File: src/hdl/dac_pkg.sv
package dac_pkg;

  // Fixed field widths of the item and result beats.
  localparam int WORD_W = 15;
  localparam int ADDR_W = 7;
  localparam int OP_W   = 8;

  // An instruction word is opcode * DEC_BASE + location.
  localparam int DEC_BASE = 100;

  // The quotient by DEC_BASE is (w * DEC_RECIP) >> DEC_SHIFT, exact for w below 43699.
  localparam int RECIP_W   = 13;
  localparam int DEC_SHIFT = 19;
  localparam logic [RECIP_W-1:0] DEC_RECIP = 13'd5243;

  typedef enum logic [2:0] {
    ST_RUN   = 3'd0,
    ST_HALT  = 3'd1,
    ST_BADOP = 3'd2,
    ST_OVF   = 3'd3,
    ST_DIV0  = 3'd4,
    ST_END   = 3'd5,
    ST_IDLE  = 3'd6
  } status_t;

  localparam logic [OP_W-1:0] OP_READ   = 8'd10;
  localparam logic [OP_W-1:0] OP_WRITE  = 8'd11;
  localparam logic [OP_W-1:0] OP_LOAD   = 8'd20;
  localparam logic [OP_W-1:0] OP_STORE  = 8'd21;
  localparam logic [OP_W-1:0] OP_ADD    = 8'd30;
  localparam logic [OP_W-1:0] OP_SUB    = 8'd31;
  localparam logic [OP_W-1:0] OP_DIV    = 8'd32;
  localparam logic [OP_W-1:0] OP_MUL    = 8'd33;
  localparam logic [OP_W-1:0] OP_MOD    = 8'd34;
  localparam logic [OP_W-1:0] OP_BR     = 8'd40;
  localparam logic [OP_W-1:0] OP_BRNEG  = 8'd41;
  localparam logic [OP_W-1:0] OP_BRZERO = 8'd42;
  localparam logic [OP_W-1:0] OP_HALT   = 8'd43;

  typedef enum logic [3:0] {
    S_IDLE,
    S_LOAD,
    S_SPLIT,
    S_LOC,
    S_EXEC,
    S_MUL,
    S_DIV,
    S_CHECK,
    S_DONE
  } fsm_t;

endpackage

File: src/hdl/dac_div.sv
module dac_div (
  input  logic                               clk,
  input  logic                               rst,
  input  logic                               start,
  input  logic signed [dac_pkg::WORD_W-1:0]  dividend,
  input  logic signed [dac_pkg::WORD_W-1:0]  divisor,
  output logic                               done,
  output logic signed [dac_pkg::WORD_W-1:0]  quotient,
  output logic signed [dac_pkg::WORD_W-1:0]  remainder
);
  import dac_pkg::*;

  localparam int CNT_W = $clog2(WORD_W + 1);

  logic                busy;
  logic [CNT_W-1:0]    cnt;
  logic [WORD_W-1:0]   quo;
  logic [WORD_W-1:0]   rem;
  logic [WORD_W-1:0]   den;
  logic                neg_q;
  logic                neg_r;
  logic [WORD_W:0]     shifted;
  logic [WORD_W+1:0]   trial;
  logic [WORD_W-1:0]   mag_a;
  logic [WORD_W-1:0]   mag_b;

  // Restoring division on magnitudes, one quotient bit per cycle.
  assign mag_a   = dividend[WORD_W-1] ? WORD_W'(-dividend) : dividend;
  assign mag_b   = divisor[WORD_W-1] ? WORD_W'(-divisor) : divisor;
  assign shifted = {rem, quo[WORD_W-1]};
  assign trial   = {1'b0, shifted} - {2'b00, den};

  always_ff @(posedge clk) begin
    if (rst) begin
      busy <= 1'b0;
      cnt  <= '0;
    end else if (start) begin
      busy <= 1'b1;
      cnt  <= CNT_W'(WORD_W);
    end else if (busy) begin
      if (cnt != '0) begin
        cnt <= cnt - CNT_W'(1);
      end else begin
        busy <= 1'b0;
      end
    end
  end

  always_ff @(posedge clk) begin
    if (start) begin
      quo   <= mag_a;
      rem   <= '0;
      den   <= mag_b;
      neg_q <= dividend[WORD_W-1] ^ divisor[WORD_W-1];
      neg_r <= dividend[WORD_W-1];
    end else if (busy && cnt != '0) begin
      if (!trial[WORD_W+1]) begin
        rem <= trial[WORD_W-1:0];
        quo <= {quo[WORD_W-2:0], 1'b1};
      end else begin
        rem <= shifted[WORD_W-1:0];
        quo <= {quo[WORD_W-2:0], 1'b0};
      end
    end
  end

  // Truncating division: the remainder takes the sign of the dividend.
  assign done      = busy && (cnt == '0);
  assign quotient  = neg_q ? WORD_W'(-quo) : quo;
  assign remainder = neg_r ? WORD_W'(-rem) : rem;

endmodule

File: src/hdl/decimal_accumulator_cpu.sv
// Decimal accumulator machine. Each input beat either loads one word into the
// MEM_WORDS-entry word memory (action 0) or executes one instruction (action 1),
// and every input beat produces exactly one result beat carrying the status,
// the program counter, the accumulator, any word emitted by a write
// instruction and a flag telling whether read_value was consumed. Words hold
// signed values within +/-WORD_LIMIT; an instruction is opcode * 100 + location.
// The block works on one item at a time. A step makes two dependent reads of
// the word memory through its single read port (instruction fetch, then
// operand), and a divide or modulus also waits for the divider, which retires
// one quotient bit per cycle. A finished result sits in an output register,
// so the next item is taken while the previous result is still stalled
// downstream. Memory reads as zero after reset through per-word valid flags,
// so no clearing pass is needed.
module decimal_accumulator_cpu #(
  parameter int MEM_WORDS  = 100,
  parameter int WORD_LIMIT = 9999
) (
  input  logic                               clk,
  input  logic                               rst,
  input  logic                               item_valid,
  output logic                               item_stall,
  input  logic                               action,
  input  logic [dac_pkg::ADDR_W-1:0]         address,
  input  logic signed [dac_pkg::WORD_W-1:0]  load_value,
  input  logic signed [dac_pkg::WORD_W-1:0]  read_value,
  output logic                               result_valid,
  input  logic                               result_stall,
  output logic [2:0]                         status,
  output logic [dac_pkg::ADDR_W-1:0]         program_counter,
  output logic signed [dac_pkg::WORD_W-1:0]  accumulator_out,
  output logic                               write_valid,
  output logic signed [dac_pkg::WORD_W-1:0]  write_value,
  output logic                               read_taken
);
  import dac_pkg::*;

  localparam int MEM_AW = $clog2(MEM_WORDS);
  localparam logic [ADDR_W-1:0] MEM_END = ADDR_W'(MEM_WORDS);
  localparam logic signed [31:0] LIMIT = 32'(WORD_LIMIT);

  function automatic logic beyond(input logic signed [31:0] v);
    return (v > LIMIT) || (v < -LIMIT);
  endfunction

  // Architectural state. The word memory is written and read in clocked code.
  logic signed [WORD_W-1:0] mem [MEM_WORDS];
  logic [MEM_WORDS-1:0]     mem_ok;
  logic signed [WORD_W-1:0] acc;
  logic [ADDR_W-1:0]        pc;
  logic                     stopped;

  fsm_t state;
  fsm_t state_next;

  // Latched item fields.
  logic                     it_action;
  logic [ADDR_W-1:0]        it_addr;
  logic signed [WORD_W-1:0] it_load;
  logic signed [WORD_W-1:0] it_read;

  // Decode registers.
  logic [OP_W-1:0]          opcode;
  logic [ADDR_W-1:0]        loc;
  logic signed [2*WORD_W-1:0] prod;

  // Result under construction.
  status_t                  st;
  logic                     wr_valid;
  logic signed [WORD_W-1:0] wr_value;
  logic                     rd_taken;
  logic                     exec;

  // Memory port.
  logic                     rd_en;
  logic [MEM_AW-1:0]        rd_addr;
  logic signed [WORD_W-1:0] rd_data;
  logic                     rd_ok;
  logic                     mem_we;
  logic [MEM_AW-1:0]        wr_addr;
  logic signed [WORD_W-1:0] wr_data;

  // Divider.
  logic                     div_start;
  logic                     div_done;
  logic signed [WORD_W-1:0] div_quo;
  logic signed [WORD_W-1:0] div_rem;

  logic signed [WORD_W-1:0] word;
  logic [WORD_W-2:0]        word_mag;
  logic [WORD_W+RECIP_W-2:0] recip_prod;
  logic [WORD_W-2:0]        loc_full;
  logic signed [WORD_W:0]   sum;
  logic signed [WORD_W:0]   diff;
  logic signed [WORD_W-1:0] read_sat;
  logic                     load_ok;
  logic                     out_free;

  // A word that was never written reads as zero.
  assign word     = rd_ok ? rd_data : '0;
  assign word_mag = word[WORD_W-2:0];
  assign recip_prod = word_mag * DEC_RECIP;
  assign loc_full = word_mag - (WORD_W-1)'(opcode * 7'(DEC_BASE));

  assign sum  = {acc[WORD_W-1], acc} + {word[WORD_W-1], word};
  assign diff = {acc[WORD_W-1], acc} - {word[WORD_W-1], word};

  assign read_sat = (32'(it_read) > LIMIT)  ? WORD_W'(LIMIT) :
                    (32'(it_read) < -LIMIT) ? WORD_W'(-LIMIT) : it_read;
  assign load_ok  = (it_addr < MEM_END) && !beyond(32'(it_load));
  assign out_free = !result_valid || !result_stall;

  dac_div u_div (
    .clk       (clk),
    .rst       (rst),
    .start     (div_start),
    .dividend  (acc),
    .divisor   (word),
    .done      (div_done),
    .quotient  (div_quo),
    .remainder (div_rem)
  );

  // Word memory with one registered read port and one write port.
  always_ff @(posedge clk) begin
    if (rd_en) begin
      rd_data <= mem[rd_addr];
    end
    if (mem_we) begin
      mem[wr_addr] <= wr_data;
    end
  end

  always_ff @(posedge clk) begin
    if (rst) begin
      mem_ok <= '0;
      rd_ok  <= 1'b0;
    end else begin
      if (rd_en) begin
        rd_ok <= mem_ok[rd_addr];
      end
      if (mem_we) begin
        mem_ok[wr_addr] <= 1'b1;
      end
    end
  end

  // Next state.
  always_comb begin
    state_next = state;
    unique case (state)
      S_IDLE: begin
        if (item_valid) begin
          if (!action) begin
            state_next = S_LOAD;
          end else if (stopped || pc >= MEM_END) begin
            state_next = S_DONE;
          end else begin
            state_next = S_SPLIT;
          end
        end
      end
      S_LOAD:  state_next = S_DONE;
      S_SPLIT: state_next = word[WORD_W-1] ? S_CHECK : S_LOC;
      S_LOC:   state_next = (ADDR_W'(loc_full) >= MEM_END) ? S_CHECK : S_EXEC;
      S_EXEC: begin
        if (opcode == OP_MUL) begin
          state_next = S_MUL;
        end else if ((opcode == OP_DIV || opcode == OP_MOD) && word != '0) begin
          state_next = S_DIV;
        end else begin
          state_next = S_CHECK;
        end
      end
      S_MUL:   state_next = S_CHECK;
      S_DIV:   state_next = div_done ? S_CHECK : S_DIV;
      S_CHECK: state_next = S_DONE;
      S_DONE:  state_next = out_free ? S_IDLE : S_DONE;
      default: state_next = S_IDLE;
    endcase
  end

  // Control outputs: memory port, divider start and input stall.
  always_comb begin
    item_stall = 1'b1;
    rd_en      = 1'b0;
    rd_addr    = '0;
    mem_we     = 1'b0;
    wr_addr    = loc[MEM_AW-1:0];
    wr_data    = acc;
    div_start  = 1'b0;
    unique case (state)
      S_IDLE: begin
        item_stall = 1'b0;
        rd_en      = 1'b1;
        rd_addr    = (pc < MEM_END) ? pc[MEM_AW-1:0] : '0;
      end
      S_LOAD: begin
        mem_we  = load_ok;
        wr_addr = it_addr[MEM_AW-1:0];
        wr_data = it_load;
      end
      S_LOC: begin
        rd_en   = ADDR_W'(loc_full) < MEM_END;
        rd_addr = loc_full[MEM_AW-1:0];
      end
      S_EXEC: begin
        if (opcode == OP_READ) begin
          mem_we  = 1'b1;
          wr_data = read_sat;
        end else if (opcode == OP_STORE) begin
          mem_we  = 1'b1;
          wr_data = acc;
        end
        div_start = (opcode == OP_DIV || opcode == OP_MOD) && word != '0;
      end
      S_SPLIT, S_MUL, S_DIV, S_CHECK, S_DONE: begin
        item_stall = 1'b1;
      end
      default: begin
        item_stall = 1'b1;
      end
    endcase
  end

  always_ff @(posedge clk) begin
    if (rst) begin
      state <= S_IDLE;
    end else begin
      state <= state_next;
    end
  end

  // Item fields are captured on the accepted beat.
  always_ff @(posedge clk) begin
    if (state == S_IDLE && item_valid) begin
      it_action <= action;
      it_addr   <= address;
      it_load   <= load_value;
      it_read   <= read_value;
    end
  end

  // Decode: the quotient by 100 first, then the location from it; the execute state also registers the product.
  always_ff @(posedge clk) begin
    if (state == S_SPLIT) begin
      opcode <= recip_prod[WORD_W+RECIP_W-2:DEC_SHIFT];
    end
    if (state == S_LOC) begin
      loc <= ADDR_W'(loc_full);
    end
    if (state == S_EXEC) begin
      prod <= acc * word;
    end
  end

  // Machine state and the result being assembled.
  always_ff @(posedge clk) begin
    if (rst) begin
      acc      <= '0;
      pc       <= '0;
      stopped  <= 1'b0;
      st       <= ST_RUN;
      wr_valid <= 1'b0;
      wr_value <= '0;
      rd_taken <= 1'b0;
      exec     <= 1'b0;
    end else begin
      case (state)
        S_IDLE: begin
          if (item_valid) begin
            st       <= ST_RUN;
            wr_valid <= 1'b0;
            wr_value <= '0;
            rd_taken <= 1'b0;
            exec     <= 1'b0;
            if (action) begin
              if (stopped || pc >= MEM_END) begin
                stopped <= 1'b1;
                st      <= ST_IDLE;
              end else begin
                exec <= 1'b1;
              end
            end
          end
        end
        S_LOAD: begin
          st <= stopped ? ST_IDLE : ST_RUN;
        end
        S_SPLIT: begin
          pc <= pc + ADDR_W'(1);
          if (word[WORD_W-1]) begin
            st      <= ST_BADOP;
            stopped <= 1'b1;
            pc      <= MEM_END;
          end
        end
        S_LOC: begin
          if (ADDR_W'(loc_full) >= MEM_END) begin
            st      <= ST_END;
            stopped <= 1'b1;
            pc      <= MEM_END;
          end
        end
        S_EXEC: begin
          unique case (opcode)
            OP_READ: begin
              rd_taken <= 1'b1;
            end
            OP_WRITE: begin
              wr_valid <= 1'b1;
              wr_value <= word;
            end
            OP_LOAD: begin
              acc <= word;
            end
            OP_STORE, OP_MUL: begin
              acc <= acc;
            end
            OP_ADD: begin
              if (beyond(32'(sum))) begin
                acc     <= '0;
                st      <= ST_OVF;
                stopped <= 1'b1;
                pc      <= MEM_END;
              end else begin
                acc <= WORD_W'(sum);
              end
            end
            OP_SUB: begin
              if (beyond(32'(diff))) begin
                acc     <= '0;
                st      <= ST_OVF;
                stopped <= 1'b1;
                pc      <= MEM_END;
              end else begin
                acc <= WORD_W'(diff);
              end
            end
            OP_DIV, OP_MOD: begin
              if (word == '0) begin
                st      <= ST_DIV0;
                stopped <= 1'b1;
                pc      <= MEM_END;
              end
            end
            OP_BR: begin
              pc <= loc;
            end
            OP_BRNEG: begin
              if (acc[WORD_W-1]) begin
                pc <= loc;
              end
            end
            OP_BRZERO: begin
              if (acc == '0) begin
                pc <= loc;
              end
            end
            OP_HALT: begin
              st      <= ST_HALT;
              stopped <= 1'b1;
              pc      <= MEM_END;
            end
            default: begin
              st      <= ST_BADOP;
              stopped <= 1'b1;
              pc      <= MEM_END;
            end
          endcase
        end
        S_MUL: begin
          if (beyond(32'(prod))) begin
            acc     <= '0;
            st      <= ST_OVF;
            stopped <= 1'b1;
            pc      <= MEM_END;
          end else begin
            acc <= WORD_W'(prod);
          end
        end
        S_DIV: begin
          if (div_done) begin
            acc <= (opcode == OP_MOD) ? div_rem : div_quo;
          end
        end
        S_CHECK: begin
          // A step that runs past the last word stops the machine.
          if (exec && it_action && !stopped && pc >= MEM_END) begin
            st      <= ST_END;
            stopped <= 1'b1;
            pc      <= MEM_END;
          end
        end
        default: begin
          acc <= acc;
        end
      endcase
    end
  end

  // Output register: a finished result waits here for the consumer.
  always_ff @(posedge clk) begin
    if (rst) begin
      result_valid <= 1'b0;
    end else if (state == S_DONE && out_free) begin
      result_valid <= 1'b1;
    end else if (!result_stall) begin
      result_valid <= 1'b0;
    end
  end

  always_ff @(posedge clk) begin
    if (state == S_DONE && out_free) begin
      status          <= st;
      program_counter <= pc;
      accumulator_out <= acc;
      write_valid     <= wr_valid;
      write_value     <= wr_value;
      read_taken      <= rd_taken;
    end
  end

endmodule

File: config.mk
export PLATFORM = sky130hd
export DESIGN_NAME = decimal_accumulator_cpu
export DESIGN_NICKNAME = d
export VERILOG_FILES = /design/src/hdl/dac_pkg.sv /design/src/hdl/dac_div.sv /design/src/hdl/decimal_accumulator_cpu.sv
export SDC_FILE = /design/constraint.sdc
export NUM_CORES = 2
export LEC_CHECK = 0
export BUFFER_PORTS_ARGS = -buffer_cell sky130_fd_sc_hd__buf_2
export CAP_MARGIN = 10
export CORE_MARGIN = 5
export CORE_UTILIZATION = 40
export DETAILED_ROUTE_END_ITERATION = 8
export GPL_TIMING_DRIVEN = 0
export HOLD_SLACK_MARGIN = 0.15
export MAX_ROUTING_LAYER = met4
export SYNTH_ARGS = -nofsm -noshare
export SYNTH_HDL_FRONTEND = slang
export SYNTH_HIERARCHICAL = 1
export SYNTH_SLANG_ARGS = --single-unit
File: constraint.sdc
create_clock -name clk -period 9.2 [get_ports clk]
set_input_delay 0 -clock clk [delete_from_list [all_inputs] [get_ports clk]]
set_output_delay 0 -clock clk [all_outputs]
set_load 0.01 [all_outputs]
# Yosys cells after proc, flatten, opt, wreduce, memory -nomap -nowiden
# Memories as Yosys holds them, arrays and structs flattened. A register that Yosys moved wholly into a read port is not among the register bits.
# Cells that the tools add are included.
[totals] reg_bits=327 word_cells=253 mem_count=1 out_inout_bits=44 mem_bits_rw=1500
[memory_table] name="mem" words=100 word_bits=15 read_ports=1 rd_ports_with_merged_regs=1 write_ports=1 line="decimal_accumulator_cpu.sv:46" text="logic signed [WORD_W-1:0] mem [MEM_WORDS];"
[classes] eq_ne=40 n_bitwise=2 add_sub_neg=10 multipliers=3 order_cmp=18 muxes=99 n_reduce_logical=47
[ops] cell="$mux W15" count=17
[ops] cell="$or A100 B100 Y100" count=1
[ops] cell="$pmux W15 S3" count=2
[ops] cell="$mux W7" count=11
[ops] cell="$neg A15 Y15" count=4
[ops] cell="$pmux W15 S2" count=2
[ops] cell="$eq A8 B6 Y1 const B" count=7
[ops] cell="$pmux W7 S7" count=1
[ops] cell="$mux W3" count=12
[ops] cell="$pmux W7 S5" count=1
[ops] cell="$eq A8 B5 Y1 const B" count=4
[ops] cell="$gt A16 B15 Y1 const B" count=2
[ops] cell="$lt A16 B15 Y1 const B" count=2
[ops] cell="$pmux W4 S8" count=1
[ops] cell="$mux W1" count=31
[ops] cell="$gt A15 B15 Y1 const B" count=2
[ops] cell="$gt A30 B15 Y1 const B" count=1
[ops] cell="$logic_not A15 Y1" count=2
[ops] cell="$lt A15 B15 Y1 const B" count=2
[ops] cell="$lt A30 B15 Y1 const B" count=1
[ops] cell="$mul A15 B15 Y30" count=1
[ops] cell="$mux W4" count=7
[ops] cell="$mul A14 B13 Y27 const B" count=1
[ops] cell="$lt A7 B7 Y1 const B" count=3
[ops] cell="other kinds (48)" count=101

# Depth between registers and ports, before layout
[logic_depth] word_depth=7 mapped_depth=27 mapped_depth_nobuf=25

# By module
# The synthesis kept the hierarchy.
[by_module_without_submodules] module="decimal_accumulator_cpu" cells_per_inst=7439 instances=1 area_per_inst_um2=85373.1
[by_module_without_submodules] module="dac_div" cells_per_inst=441 instances=1 area_per_inst_um2=3853.7

# Worst setup path after synthesis
# OpenSTA, ideal clock, no wires.
[synth_path] path_kind="reg-to-reg" startpoint="register rd_ok" endpoint="register prod[29] (data pin)" arrival_ps=6963 path_stages_with_launch=26 synth_period_minus_slack_ps=7222 required_time_ps=8940 setup_time_ps=260 slack_ps=1978 path_cell_list="dfxtp_1 > clkbuf_1 > and2_1 > clkbuf_1 > clkbuf_1 > nand2_1 > fa_1 > inv_1 > fa_1 > inv_1 > fa_1 > inv_1 > fa_1 > fa_1 > inv_1 > fa_1 > inv_1 > ha_1 > a21oi_1 > or4b_2 > o2111ai_1 > nor2_1 > nor4_1 > o31ai_1 > a31o_2 > xnor2_1"
[synth_via] elab_chain_cells=2
[synth_rtl] element="from (decl)" line="decimal_accumulator_cpu.sv:77" text="logic rd_ok;"
[synth_rtl] element="from (signal assigned)" line="decimal_accumulator_cpu.sv:139" text="rd_ok <= mem_ok[rd_addr];"
[synth_rtl] element="$mux W15" line="decimal_accumulator_cpu.sv:99" text="assign word = rd_ok ? rd_data : '0;"
[synth_rtl] element="named net word[7]" line="decimal_accumulator_cpu.sv:88" text="logic signed [WORD_W-1:0] word;"
[synth_rtl] element="$mul A15 B15 Y30" line="decimal_accumulator_cpu.sv:252" text="prod <= acc * word;"
[synth_rtl] element="to (signal assigned)" line="decimal_accumulator_cpu.sv:252"
[synth_rtl] element="to (decl)" line="decimal_accumulator_cpu.sv:64" text="logic signed [2*WORD_W-1:0] prod;"
# The timed path passes the listed nets, and every way through them passes these cells.
# A chain may end at the register's enable or synchronous reset.

# Worst setup path in the final report
# Ends and elaborated chain as after synthesis.

==> summary.md <==
| Metric | Value |
|---|---|
| Worst-Skew Late Latency | 0.85 ns |
| PwrDens | 241 nW/um^2 |
| PortBufs | 85 |
| Global-route wire length before repair | 444000 microns |
| Mapped Nets | 8462 |
| Global route total overflow | 0 |
| Crit path max-delay family | adder cells |
| # IOs | 86 |
| Post-route ant nets | 0 |
| Critical Path Start | rd_ok |
| Commonest non-fill, non-tap cell in the layout | nand2_1 |
| Syn Inst Count | 7880 |
| Post-DP HPWL | 224000 microns |
| H-tree depth | 4 |
| Hold path start | result_stall |
| Setup ws final | 0.481 ns |
| RePlAce Congestion | roughly 1 |
| Outcome | finished, final reports clean |
| Chip width | 482 microns |
| Post_cts resized | 0 |
| Max cap viols | 0 |
| Gr usage total | 26.9% |
| Initial core utilization | 40.2% |
| Total Nets Final | 8952 |
| Via Count | 65800 |
| Data required, critical path | 9.75 ns |
| Routed WL per cell | ~27 microns |
| Max stage delay on crit path | 0.73 ns |
| Finished Core Util | 46.4% |
| DRT Pass-1 Iters | 8 |
| Period utilization | 94.8% |
| Crit-path slowest cell | clkbuf_2 |
| Clk buf depth | 3 |
| Vias in the first global route | 63500 |
| Clock transition at path regs | ~0.060 ns |
| Total CTS buffers | 187 |
| Crit end category | flop |
| Maximum clock frequency | 115 MHz |
| Final hold violations | 0 |
| Register area share after synthesis | 60.1% |
| 1st-iter DRT viols | slightly above 8000 |
| Critical Path AT | 9.27 ns |
| Unique cell type count in the Yosys netlist | between 80 and 90 |
| Post-CTS setup repair buffer count | 0 |
| DR vias/cell | about 5.7 |
| Mean Syn Cell Area | 11.3 sq um |
| RSZ-0062 raised after global routing | no |
| WP buf/inv | 7 |
| Most Frequent Cell on Critical Path | fa_1 |
| Mapped Area | 89200 sq um |
| Max VDD drop | 0.174 mV |
| Clk_skew | 0.0621 ns |
| Final WL | 308000 microns |
| Layout cells sized above 1 | 7.84% |
| FFs w/ async S/R, synth | 0% |
| Synth Warn # | 6 |
| DP Worst Slack | between 0.5 and 0.6 ns |
| CTS tree | done |
| Die Height | 482 microns |
| Worst Path Max Fanout | 20 |
| Area Growth Syn to Fin | 15.5% |
| CTS Root Cell | clkbuf_16 |
| Clk sinks | around 1800 |
| Core Area | 222000 sq um |
| Post-synth EDFFs | ~1700 |
| DRC | 0 |
| RR Startpoint | rd_ok |
| CP Class | reg2reg |
| Minimum clock period | roughly 8.7 ns |
| LEAKAGE | 38.8 nW |
| CTS hold repair buffers | 83 |
| Worst-margin pin slew | about 1.5 ns |
| Rows | 173 |
| Ys flop type | edfxtp_1 |
| Pin count of the biggest net entering global routing | 64 |
| Initial antenna violation count | 9 |
| Rel. slew slack | 2.98% |
| Critical Path Source Type | flop |
| Setup violations, final | 0 |
| Hold crit path type | in2reg |
| Die area | 233000 sq um |
| Hold_ws | approximately 0.22 ns |
| Most frequent cells in the layout | nand2_1, edfxtp_1, nand3_1, inv_1, clkbuf_1 |
| Synth Register Bits | 1842 |
| Max Slew Vio Count | 0 |
==> path summary, 6_finish.rpt <==
check	end	slack, ns	cells past startpoint
setup / recovery	prod[29]	0.48	25
hold / removal	accumulator_out[2]	0.22	3
hold reg to reg	write_value[2]	0.41	0
setup reg to reg	prod[29]	0.48	25
==> flip-flops by register name (all words and copies together) (netlist names), 7 cells and up <==
name and flops:
u_div/rem 15, rd_data 15, write_value 15, mem_ok 100, it_read 15, program_counter 7, acc 15, mem 1500
prod 30, loc 7, wr_value 15, u_div/quo 15, it_addr 7, it_load 15, pc 7, opcode 8
u_div/den 15, accumulator_out 15
==> logic make-up after synthesis <==
| kind of cell | Yosys count | synth area share (%) |
|---|---|---|
| and+or+nand+nor | 3510 | 17.1 |
| DFF | 1842 | 60.1 |
| AOI/OAI and AO/OA | 914 | 7.12 |
| buffers and inverters | 902 | 3.87 |
| adders and majority gates | 540 | 10.0 |
| xor gates and xnor gates | 132 | 1.30 |
| muxes | 40 | 0.541 |
==> layer usage <==
metal / wire (microns) / global-route usage (%)
met5: 0 / -
met4: 12300 / 9.50
met3: 30800 / 5.31
met2: 136000 / 39.7
met1: 129000 / 37.2
==> tightest hold or removal path, cell delays in order <==
cell	delay (ns)
dlygate4sd3_1	0.53
buf_2	0.14
a21oi_4	0.17
==> area by class of cell <==
cell class	instances	area [sq um]
repair buffers	301	3570
well taps	2975	3720
flip-flops and latches	1842	53600
inverters	431	1620
multi-input cells	5136	32600
clock buffers	249	5000
fillers	20300	119000
clock inverters	93	1090
plain buffers	471	1850
diodes	6	15.0
==> report_power, final <==
group	switching (W)	internal (W)	leakage [nW]
sequential	0.000168	0.00953	16.7
clock	0.00333	0.00435	2.95
combinational	0.00548	0.00194	19.1
==> cell usage after synthesis (11+ instances only) <==
library cell | instances | area [sq um]
a211oi_1 | 14 | 105
a21o_1 | 39 | 293
a21oi_1 | 242 | 1210
a22o_1 | 11 | 96.3
a311oi_1 | 231 | 2020
a31oi_1 | 78 | 488
and2_1 | 24 | 150
and3_1 | 177 | 1110
buf_1 | 63 | 236
buf_2 | 27 | 135
clkbuf_1 | 376 | 1410
dfxtp_1 | 170 | 3400
edfxtp_1 | 1672 | 50200
fa_1 | 289 | 5790
ha_1 | 251 | 3140
inv_1 | 429 | 1610
mux2i_1 | 31 | 310
nand2_1 | 1805 | 6780
nand2b_1 | 30 | 188
nand3_1 | 816 | 4080
nand3b_1 | 14 | 105
nand4_1 | 18 | 113
nor2_1 | 480 | 1800
nor2b_1 | 20 | 125
nor3_1 | 44 | 220
nor4_1 | 26 | 163
o211ai_1 | 17 | 128
o21a_1 | 12 | 90.1
o21ai_0 | 119 | 596
o21bai_1 | 11 | 82.6
o22ai_1 | 22 | 138
o31ai_1 | 25 | 188
or3_1 | 19 | 119
xnor2_1 | 88 | 771
xor2_1 | 44 | 385
==> stage by stage <==
step	cells	setup TNS [ns]	cell area, sq um	power [W]
after detailed placement	11100	0	96100	0.0171
final	11500	0	103000	0.0248
after global placement	10900	-355.85	93400	0.0170
after floorplan	7880	0	89200	0.0138
after global routing	11500	0	103000	0.0257
after CTS	11500	0	103000	0.0247
Note: power is estimated with default switching activity, not from simulation.
